==> config.mk <==
export PLATFORM = sky130hd
export DESIGN_NAME = scancode_prefix_decoder_flat
export DESIGN_NICKNAME = d
export VERILOG_FILES = /design/src/scpd_pkg.sv /design/src/scpd_stream_if.sv /design/src/scancode_prefix_decoder.sv /design/src/scpd_in_stage.sv /design/src/scpd_decode.sv /design/src/flat_wrapper.sv
export SDC_FILE = /design/constraint.sdc
export NUM_CORES = 1
export LEC_CHECK = 0
export BUFFER_PORTS_ARGS = -buffer_cell sky130_fd_sc_hd__buf_2
export CAP_MARGIN = 20
export CORE_MARGIN = 2
export CORE_UTILIZATION = 52
export DETAILED_ROUTE_END_ITERATION = 12
export PLACE_DENSITY = 0.75
export SLEW_MARGIN = 10
export SYNTH_ARGS = -nofsm -noshare
export SYNTH_HDL_FRONTEND = slang
export SYNTH_SLANG_ARGS = --single-unit
==> constraint.sdc <==
create_clock -name i_clk -period 2.5 [get_ports i_clk]
set_input_delay 0.125 -clock i_clk [delete_from_list [all_inputs] [get_ports i_clk]]
set_output_delay 0.125 -clock i_clk [all_outputs]
set_load 0.01 [all_outputs]
==> src/scpd_pkg.sv <==
// Package for the scancode prefix decoder: request and result payload types,
// prefix mode encoding and scancode constants. No dependencies.
package scpd_pkg;

    localparam int BYTE_W = 8;
    localparam int CODE_W = 24;

    localparam logic [BYTE_W-1:0] SC_EXT      = 8'hE0;
    localparam logic [BYTE_W-1:0] SC_PAUSE    = 8'hE1;
    localparam logic [BYTE_W-1:0] SC_PRT_MAKE = 8'h2A;
    localparam logic [BYTE_W-1:0] SC_PRT_BRK  = 8'hB7;

    localparam logic [CODE_W-1:0] CODE_PAUSE_SEED = 24'h0000E1;
    localparam logic [CODE_W-1:0] CODE_PRT_BASE   = 24'h00E000;
    localparam logic [CODE_W-1:0] CODE_PRT_RAW    = 24'hE0372A;
    localparam logic [CODE_W-1:0] CODE_PRT_NORM   = 24'hE02A37;

    localparam logic [1:0] LEFT_EXT   = 2'd1;
    localparam logic [1:0] LEFT_PAUSE = 2'd2;

    typedef enum logic [3:0] {
        MODE_NONE  = 4'b0001,
        MODE_EXT   = 4'b0010,
        MODE_PAUSE = 4'b0100,
        MODE_PRINT = 4'b1000
    } t_mode;

    typedef struct packed {
        logic [BYTE_W-1:0] scan_byte;
    } t_scan_req;

    typedef struct packed {
        logic [CODE_W-1:0] key_code;
        logic              released;
    } t_key_evt;

    typedef struct packed {
        logic     has;
        t_key_evt evt;
    } t_step_res;

endpackage

==> src/scpd_stream_if.sv <==
// Valid/ready stream interface carrying one payload of type T.
// Used by the scancode prefix decoder for its input and output channels.
interface scpd_stream_if #(
    parameter type T = logic [7:0]
);
    logic valid;
    logic ready;
    T     payload;

    modport source (output valid, output payload, input ready);
    modport sink   (input valid, input payload, output ready);
endinterface

==> src/scancode_prefix_decoder.sv <==
// Top level of the scancode prefix decoder: input register, decode stage,
// output register. Depends on scpd_pkg, scpd_stream_if, scpd_in_stage, scpd_decode.
//
//  channel  | dir | payload                      | per request
//  i_scan   | in  | scan_byte[7:0]               | one scancode byte
//  o_key    | out | key_code[23:0], released     | zero or one key event
//
// Event valid once the byte has passed the input register and then the output register;
// one byte per cycle unless o_key stalls, set by the prefix state update in the decode stage.
// Prefix bytes produce no event. Synchronous active-low reset clears valids and prefix state.
// A stalled event holds the decode stage; the input register still takes one byte.
module scancode_prefix_decoder (
    input  logic          i_clk,
    input  logic          i_rst_n,
    scpd_stream_if.sink   i_scan,
    scpd_stream_if.source o_key
);
    import scpd_pkg::*;

    logic      in_fire;
    logic      stg_vld;
    t_scan_req stg_req;
    logic      stg_fire;
    t_step_res res;
    logic      r_out_vld;
    logic      n_out_vld;
    t_key_evt  r_out_evt;

    assign stg_fire     = stg_vld && (!r_out_vld || o_key.ready);
    assign i_scan.ready = !stg_vld || stg_fire;
    assign in_fire      = i_scan.valid && i_scan.ready;

    scpd_in_stage u_in (
        .i_clk   (i_clk),
        .i_rst_n (i_rst_n),
        .i_load  (in_fire),
        .i_req   (i_scan.payload),
        .i_take  (stg_fire),
        .o_vld   (stg_vld),
        .o_req   (stg_req)
    );

    scpd_decode u_dec (
        .i_clk   (i_clk),
        .i_rst_n (i_rst_n),
        .i_fire  (stg_fire),
        .i_req   (stg_req),
        .o_res   (res)
    );

    always_comb begin
        n_out_vld = r_out_vld;
        if (stg_fire && res.has) begin
            n_out_vld = 1'b1;
        end else if (o_key.ready) begin
            n_out_vld = 1'b0;
        end
    end

    always_ff @(posedge i_clk) begin
        if (!i_rst_n) begin
            r_out_vld <= 1'b0;
        end else begin
            r_out_vld <= n_out_vld;
        end
    end

    always_ff @(posedge i_clk) begin
        if (stg_fire && res.has) begin
            r_out_evt <= res.evt;
        end
    end

    assign o_key.valid   = r_out_vld;
    assign o_key.payload = r_out_evt;

    a_ready_only_when_full: assert property (@(posedge i_clk) disable iff (!i_rst_n)
        !i_scan.ready |-> stg_vld)
        else $error("input stalled with empty stage");

    a_no_overwrite: assert property (@(posedge i_clk) disable iff (!i_rst_n)
        (r_out_vld && !o_key.ready) |-> !stg_fire)
        else $error("decode fired into a stalled output");

    a_event_follows: assert property (@(posedge i_clk) disable iff (!i_rst_n)
        (stg_fire && res.has) |=> o_key.valid)
        else $error("decoded event not presented");

    a_idle_after_reset: assert property (@(posedge i_clk)
        $past(!i_rst_n) |-> !o_key.valid)
        else $error("event valid right after reset");
endmodule

==> src/scpd_in_stage.sv <==
// Input register stage of the scancode prefix decoder.
// Depends on scpd_pkg for the request type.
module scpd_in_stage (
    input  logic                i_clk,
    input  logic                i_rst_n,
    input  logic                i_load,
    input  scpd_pkg::t_scan_req i_req,
    input  logic                i_take,
    output logic                o_vld,
    output scpd_pkg::t_scan_req o_req
);
    import scpd_pkg::*;

    logic      r_vld;
    logic      n_vld;
    t_scan_req r_req;

    always_comb begin
        n_vld = r_vld;
        if (i_load) begin
            n_vld = 1'b1;
        end else if (i_take) begin
            n_vld = 1'b0;
        end
    end

    always_ff @(posedge i_clk) begin
        if (!i_rst_n) begin
            r_vld <= 1'b0;
        end else begin
            r_vld <= n_vld;
        end
    end

    always_ff @(posedge i_clk) begin
        if (i_load) begin
            r_req <= i_req;
        end
    end

    assign o_vld = r_vld;
    assign o_req = r_req;
endmodule

==> src/scpd_decode.sv <==
// Prefix state machine and key code assembly, one byte per fire.
// Depends on scpd_pkg for mode encoding, constants and result type.
module scpd_decode (
    input  logic                i_clk,
    input  logic                i_rst_n,
    input  logic                i_fire,
    input  scpd_pkg::t_scan_req i_req,
    output scpd_pkg::t_step_res o_res
);
    import scpd_pkg::*;

    t_mode             r_mode;
    t_mode             n_mode;
    logic [1:0]        r_left;
    logic [1:0]        n_left;
    logic [CODE_W-1:0] r_accum;
    logic [CODE_W-1:0] n_accum;
    logic              has;
    logic [BYTE_W-1:0] b;
    logic [6:0]        low7;
    logic [1:0]        left_dec;
    logic [CODE_W-1:0] shifted;

    assign b        = i_req.scan_byte;
    assign low7     = b[6:0];
    assign left_dec = r_left - 2'd1;
    assign shifted  = {r_accum[15:0], 1'b0, low7};

    always_comb begin
        n_mode  = r_mode;
        n_left  = r_left;
        n_accum = r_accum;
        has     = 1'b0;
        unique case (r_mode)
            MODE_NONE: begin
                if (b == SC_EXT) begin
                    n_mode  = MODE_EXT;
                    n_left  = LEFT_EXT;
                    n_accum = '0;
                end else if (b == SC_PAUSE) begin
                    n_mode  = MODE_PAUSE;
                    n_left  = LEFT_PAUSE;
                    n_accum = CODE_PAUSE_SEED;
                end else begin
                    n_accum = {17'd0, low7};
                    has     = 1'b1;
                end
            end
            MODE_EXT: begin
                if (b == SC_PRT_MAKE || b == SC_PRT_BRK) begin
                    n_accum = CODE_PRT_BASE | {17'd0, low7};
                    n_mode  = MODE_PRINT;
                end else begin
                    n_accum = {9'd0, low7, 8'd0};
                    n_left  = left_dec;
                    if (left_dec == 2'd0) begin
                        n_mode = MODE_NONE;
                        has    = 1'b1;
                    end
                end
            end
            MODE_PAUSE: begin
                n_accum = shifted;
                n_left  = left_dec;
                if (left_dec == 2'd0) begin
                    n_mode = MODE_NONE;
                    has    = 1'b1;
                end
            end
            MODE_PRINT: begin
                if (b != SC_EXT) begin
                    n_accum = shifted;
                    n_left  = left_dec;
                    if (left_dec == 2'd0) begin
                        if (shifted == CODE_PRT_RAW) begin
                            n_accum = CODE_PRT_NORM;
                        end
                        n_mode = MODE_NONE;
                        has    = 1'b1;
                    end
                end
            end
            default: begin
                n_mode = MODE_NONE;
                n_left = '0;
            end
        endcase
    end

    always_ff @(posedge i_clk) begin
        if (!i_rst_n) begin
            r_mode  <= MODE_NONE;
            r_left  <= '0;
            r_accum <= '0;
        end else if (i_fire) begin
            r_mode  <= n_mode;
            r_left  <= n_left;
            r_accum <= n_accum;
        end
    end

    assign o_res.has          = has;
    assign o_res.evt.key_code = n_accum;
    assign o_res.evt.released = b[7];
endmodule
==> src/flat_wrapper.sv <==
// flat-port wrapper written by rule: the top's interface ports become plain ports
module scancode_prefix_decoder_flat import scpd_pkg::*;
  (i_clk, i_rst_n, i_scan_valid, i_scan_payload, i_scan_ready, o_key_valid, o_key_payload, o_key_ready);
  scpd_stream_if i_scan_i ();
  scpd_stream_if o_key_i ();
  input  logic i_clk;
  input  logic i_rst_n;
  input wire logic [$bits(i_scan_i.valid)-1:0] i_scan_valid;
  input wire logic [$bits(i_scan_i.payload)-1:0] i_scan_payload;
  output wire logic [$bits(i_scan_i.ready)-1:0] i_scan_ready;
  output wire logic [$bits(o_key_i.valid)-1:0] o_key_valid;
  output wire logic [$bits(o_key_i.payload)-1:0] o_key_payload;
  input wire logic [$bits(o_key_i.ready)-1:0] o_key_ready;
  assign i_scan_i.valid = i_scan_valid;
  assign i_scan_i.payload = i_scan_payload;
  assign i_scan_ready = i_scan_i.ready;
  assign o_key_valid = o_key_i.valid;
  assign o_key_payload = o_key_i.payload;
  assign o_key_i.ready = o_key_ready;
  scancode_prefix_decoder u_core (.i_clk(i_clk), .i_rst_n(i_rst_n), .i_scan(i_scan_i), .o_key(o_key_i));
endmodule
; ---- Word-level counts from Yosys, hierarchy flattened
; Cells that the tools add are included.
[classes]
muxes = 28
n_eq_ne = 13
addsub = 1
reduce_logical = 13
[op_table]
columns = op, count
row1 = case mux 24 bit (4 select lines), 1
row2 = two-way mux 24 bit, 3
row3 = equality test 8 bit (second input constant), 3
row4 = equality test 23 bit (second input constant), 1
row5 = two-way mux 4 bit, 5
row6 = two-way mux 16 bit, 1
row7 = two-way mux 8 bit, 2
row8 = case mux 4 bit (4 select lines), 1
row9 = two-way mux 1 bit, 9
row10 = equality test 8 x 6 -> 1 bit (second input constant), 1
row11 = two-way mux 2 bit, 4
row12 = != test 8 bit (second input constant), 1
row13 = case mux 2 bit (4 select lines), 1
row14 = equality test 4 x 1 -> 1 bit (second input constant), 1
row15 = equality test 4 x 2 -> 1 bit (second input constant), 1
row16 = equality test 4 x 3 -> 1 bit (second input constant), 1
row17 = equality test 4 bit (second input constant), 1
row18 = != test 2 bit (second input constant), 2
row19 = case mux 1 bit (4 select lines), 1
row20 = AND reduction 4 bit, 1
row21 = nonzero test 2 bit, 2
row22 = logical AND 1 bit, 3
row23 = logical OR 1 bit, 3
row24 = != test 3 bit (second input constant), 1
row25 = 4 further kinds, 5
[word_totals]
output_inout_bits = 10
word_cells = 63
regBits = 48
input_bits = 12

; ---- Logic depth before layout (Yosys ltp)
[depth]
depth_word = 7
mapped_depth = 7
ltp_nobuf = 7

; ---- Cells and area by module
; A second synthesis with hierarchy kept.
[unflattened]
hier_cells = 257
area_unflattened_um2 = 2468.6
[by_module_without_submodules]
columns = mod, seq_area_each_um2, n_inst, cells_per_inst, area_per_inst_um2
row1 = scpd_decode, 600.6, 1, 229, 1881.8
row2 = scancode_prefix_decoder, 260.2, 1, 17, 305.3
row3 = scpd_in_stage, 260.2, 1, 11, 281.5

; ---- Worst setup path before layout
; Ideal clock, no wire load.
[synth_path]
path_type = reg2reg
start = register u_core.u_dec.r_mode[2]
end = register u_core.r_out_evt, in the netlist u_core.o_key.payload[0], enable pin
arrival_ns = 2.275
setup_time_ns = 0.385
n_path_buf = 1
required_time_ns = 2.115
path_stages_with_launch = 7
period_less_slack_ns = 2.660
path_slack_ns = -0.160
path_cell_list = dfxtp_1 buf_4 nor4b_1 o21a_1 a21boi_2 o21ai_0 a21boi_0
[synth_between]
elab_chain_cells = 3
word_cells_on_any_way = 6
cone_classes = eq/ne (4) / mux (1) / reduce/logical (1)
[synth_lines]
columns = item, line_no
row1 = start: declaration, scpd_decode.sv:12  ; t_mode r_mode;
row2 = start signal: assignment, scpd_decode.sv:96  ; r_mode <= n_mode;
row3 = "equality test 4 bit, or another cell as far along", scpd_decode.sv:34  ; unique case (r_mode)
row4 = case mux 1 bit (4 select lines) *, scpd_decode.sv:34
row5 = logical AND 1 bit *, scancode_prefix_decoder.sv:69  ; if (stg_fire && res.has) begin
row6 = end signal: assignment, scancode_prefix_decoder.sv:70  ; r_out_evt <= res.evt;
row7 = end: declaration, scancode_prefix_decoder.sv:27  ; t_key_evt r_out_evt;
; Mark *: on every way between the ends. The rest lies on a longest branch, timed or not.
; A chain may end at the register's enable or synchronous reset.

; ---- Worst setup path in the final report
[layout_path]
start = register u_core.u_in.r_req, in the netlist u_core.u_in.o_req[2]
end = register u_core.u_dec.r_mode[1]
[layout_between]
elab_chain_cells = 4
word_cells_on_any_way = 12
cone_classes = eq/ne (7) / mux (3) / reduce/logical (2)
[layout_lines]
columns = item, line_no
row1 = start: declaration, scpd_in_stage.sv:16  ; t_scan_req r_req;
row2 = start signal: assignment, scpd_in_stage.sv:37  ; r_req <= i_req;
row3 = equality test 8 x 6 -> 1 bit or equality test 8 bit (tied branches), scpd_decode.sv:50  ; if (b == SC_PRT_MAKE || b == SC_PRT_BRK) begin
row4 = logical OR 1 bit, scpd_decode.sv:50
row5 = two-way mux 4 bit, scpd_decode.sv:50
row6 = case mux 4 bit (4 select lines), scpd_decode.sv:34
; Several ways; a longest one is shown, not always the timed one.

==> reports/metrics.cfg <==
[worst_setup_path]
crit-reg2reg-capture=u_core.u_dec.r_mode[1]
reg2regPathDepth=6
worst_setup_path_start_kind=flop
required_ns=2.72
setup.worst_path.start=u_core.u_in.o_req[2]
setup.worst_path.end_class=flop
rr_startpoint=u_core.u_in.o_req[2]
setup.reg_to_reg.worst_slack_ns=0.10
critPathMaxFanout=6
critical_path_class=reg -> reg
arrival_ns=2.62

[yosys]
synth.net_count=208
synthesis.area_per_instance_um2=10.30
number_of_standard_cells_after_synthesis=195
sequential_element_share_of_the_synthesized_area_pct=47.82
mappedNetlistArea_um2=2009
synth-seq-cells=40
number_of_distinct_library_cell_variants_in_the_gate_level_netlist_after_synthesis=58
synth-async-reset-ratio_pct=0
synth-edff-count=16
synth_flop_cell=sky130_fd_sc_hd__dfxtp_1
yosys_warnings=0

[worst_hold_path]
min_from=i_scan_payload[0]
holdCritPathClass=in -> reg
worstHoldPathCells=1
hold_path_end=u_core.u_in.o_req[0]

[placed_design]
post-dp-hpwl_mm=3.697
placement.setup.worst_slack_ns=0.06015
gp_congestion=0.9558
detailed_place.area_um2=2266
io_buffers=21

[clock_network]
insertion_delay_ns=0.30
clkTransAtPathRegs_ns=0.08
cts_buffers=5
cts_htree_levels=2
cts_max_path_buffers=2
tritoncts=done
cts_root_buf=sky130_fd_sc_hd__clkbuf_8
cts.sinks=40

[power_and_ir_drop]
power-per-cell-area_nw_per_um2=572.2
power.ir.vdd_worst_v=0.0003585
share_of_total_power_in_sequential_cells_pct=52.2
leakage_nw=0.9190
power_switching_share_pct=22.17
power.clock.fraction_pct=38.9
switching_power_mw=0.3124
comb_power_share_pct=8.9
cell_internal_pwr_mw=1.096

[global_route]
gr-usage-all-layers_pct=25.04
met2_usage_pct=41.50
grt_overflow=0
grt_first_pass_wirelength_mm=8.135
grt_antenna_before_repair=0
met3_usage_pct=6.474
vias_in_the_first_global_route=1783
largest_net_degree_at_the_start_of_global_routing=15
grt_use_met1_pct=30.75
grt_busiest_layer=met2

[timing]
setup_violations=0
total_count_of_hold_check_failures_in_the_final_report=0
worst_slack_ns=0.1004
slew_headroom_pct=58.58
unrepaired_setup_endpoints_after_global_routing=yes
worst_pin_slew_ns=0.6127
timing.final.crit_share_pct=95.99
timing.final.max_slew_violations=0
final.setup_skew_ns=0.008454
maxClockFrequency_mhz=416.7
final_period_minus_worst_setup_slack_ns=2.400

[cells_and_area]
syn2layout_area_growth_pct=22.54
num-fill-cells=302
layout.cells.most_common=sky130_fd_sc_hd__dfxtp_1
nets=253
layout.cells.most_common_list=sky130_fd_sc_hd__dfxtp_1 (24), sky130_fd_sc_hd__buf_2 (21), sky130_fd_sc_hd__buf_4 (18), sky130_fd_sc_hd__nand2_1 (17), sky130_fd_sc_hd__edfxtp_1 (16)
finish.utilization_pct=66.76
final_area_um2=2462
n_antenna_cell=0
layout-drive-gt1-share_pct=27.80

[die]
chipHeight_um=66.17
dieArea_um2=4378
start_util_pct=54.48
design.core.area_um2=3689
die_x_um=66.17
num_ports=22
fp-row-count=22

[drt]
postRouteAntennaNets=0
dr.first_iter.drc_count=184
drc_errors=0
drt-total-wl_mm=4.960
via_per_inst=6.322
dr.pass1.iters=5
wire_per_inst_um=17.16
vias=1827

[run]
timing.max_cap.violations=0

[run_status]
run_status=finished clean

==> sequential cells by signal, indices dropped and copies added (netlist names) <==
| signal | count |
|---|---|
| u_core.o_key.payload | 8 |
| u_core.o_key.valid | 1 |
| u_core.u_dec.r_accum | 16 |
| u_core.u_dec.r_left | 2 |
| u_core.u_dec.r_mode | 4 |
| u_core.u_in.o_req | 8 |
| u_core.u_in.o_vld | 1 |
==> worst max path at each step <==
| stage | to | slack (ns) |
|---|---|---|
| global placement | u_core.u_dec.r_accum[11] | 0.04 |
| CTS | u_core.o_key.payload[7] | 0.05 |
| global route | u_core.u_dec.r_mode[1] | -0.02 |
| detailed placement | u_core.o_key.payload[3] | 0.06 |
| finish | u_core.u_dec.r_mode[1] | 0.10 |
| floorplan | u_core.o_key.payload[0] | 0.05 |
==> routing by layer <==
metal	routed length (µm)	vias to the layer above	part of all wire (%)
li1	-	847	-
met1	1988	841	40
met2	2356	124	48
met3	522	15	11
met4	93	0	1.9
met5	0	-	0
==> cell families (layout without fill, tap and decap cells) <==
| kind of cell | count (synthesis) | after routing | synth area share (%) |
|---|---|---|---|
| AND/OR/NAND/NOR | 75 | 75 | 22.23 |
| AO/OA/AOI/OAI | 65 | 65 | 25.53 |
| flip-flops | 40 | 40 | 47.82 |
| buffers and inverters | 12 | 58 | 2.926 |
| XOR/XNOR | 2 | 2 | 0.8719 |
| adder cells (fa/ha/maj) | 1 | 1 | 0.6226 |
==> power groups by stage <==
stage	Sequential, mW	Clock (mW)	Combinational (mW)
floorplan	0.747	0	0.0643
global placement	0.748	0	0.111
detailed placement	0.749	0	0.115
CTS	0.734	0.557	0.118
global route	0.739	0.582	0.137
finish	0.735	0.548	0.125
==> layout make-up <==
cell class | count | area (µm²) | area share [%]
Tap cell | 48 | 60.06 | 2.439
Timing Repair Buffer | 46 | 310.3 | 12.60
Multi-Input combinational cell | 143 | 994.7 | 40.40
Clock buffer | 6 | 82.58 | 3.354
Inverter | 4 | 15.01 | 0.6098
Sequential cell | 40 | 960.9 | 39.02
Clock inverter | 2 | 38.79 | 1.575
==> what timing repair did <==
item / 4_1_cts / 5_1_grt
endpoints found under the hold margin: 2 / 5
hold buffers: 2 / 5
buffers inserted: 0 / 0
endpoints found under the setup margin: 0 / 11
resized for setup: 0 / 4
==> worst max-delay path: stages, from the launching register on <==
cell and delay, ns:
sky130_fd_sc_hd__edfxtp_1 0.48, sky130_fd_sc_hd__or4b_4 0.59, sky130_fd_sc_hd__o21ai_1 0.43, sky130_fd_sc_hd__o2111ai_1 0.22, sky130_fd_sc_hd__a211oi_1 0.33, sky130_fd_sc_hd__o21ai_0 0.12
sky130_fd_sc_hd__a21oi_1 0.15
==> Yosys cell counts, types with 2 or more instances <==
library cell | number | share of area, %
sky130_fd_sc_hd__dfxtp_1 | 24 | 24
sky130_fd_sc_hd__nand2_1 | 17 | 3.2
sky130_fd_sc_hd__edfxtp_1 | 16 | 24
sky130_fd_sc_hd__nor2_1 | 15 | 2.8
sky130_fd_sc_hd__o21ai_0 | 12 | 3.0
sky130_fd_sc_hd__a21oi_1 | 9 | 2.2
sky130_fd_sc_hd__a22o_1 | 9 | 3.9
sky130_fd_sc_hd__a221oi_1 | 5 | 2.2
sky130_fd_sc_hd__clkbuf_1 | 4 | 0.75
sky130_fd_sc_hd__nand4_1 | 4 | 1.2
sky130_fd_sc_hd__o21ai_1 | 4 | 1.0
sky130_fd_sc_hd__or2_2 | 4 | 1.2
sky130_fd_sc_hd__or3_1 | 4 | 1.2
sky130_fd_sc_hd__or4b_2 | 4 | 2.0
sky130_fd_sc_hd__a211oi_1 | 3 | 1.1
sky130_fd_sc_hd__and2_1 | 3 | 0.93
sky130_fd_sc_hd__and3_1 | 3 | 0.93
sky130_fd_sc_hd__inv_1 | 3 | 0.56
sky130_fd_sc_hd__nor2b_1 | 3 | 0.93
sky130_fd_sc_hd__nor4b_1 | 3 | 1.3
sky130_fd_sc_hd__o21a_1 | 3 | 1.1
sky130_fd_sc_hd__a32o_1 | 2 | 1.0
sky130_fd_sc_hd__buf_2 | 2 | 0.50
sky130_fd_sc_hd__nand4b_1 | 2 | 0.87
sky130_fd_sc_hd__nor4_1 | 2 | 0.62
sky130_fd_sc_hd__o211ai_2 | 2 | 1.2
sky130_fd_sc_hd__xnor2_1 | 2 | 0.87
==> through the flow <==
stage / power (mW) / TNS (ns) / std cells / hold slack [ns]
global route: 1.459 / -0.02380 / 289 / 0.001170
CTS: 1.409 / 0 / 284 / 0.0004973
floorplan: 0.8115 / 0 / 195 / 0.2239
global placement: 0.8595 / 0 / 274 / 0.3034
detailed placement: 0.8639 / 0 / 274 / 0.3046
finish: 1.409 / 0 / 289 / 0.009671
No activity file was read; power rests on OpenSTA's default activity.
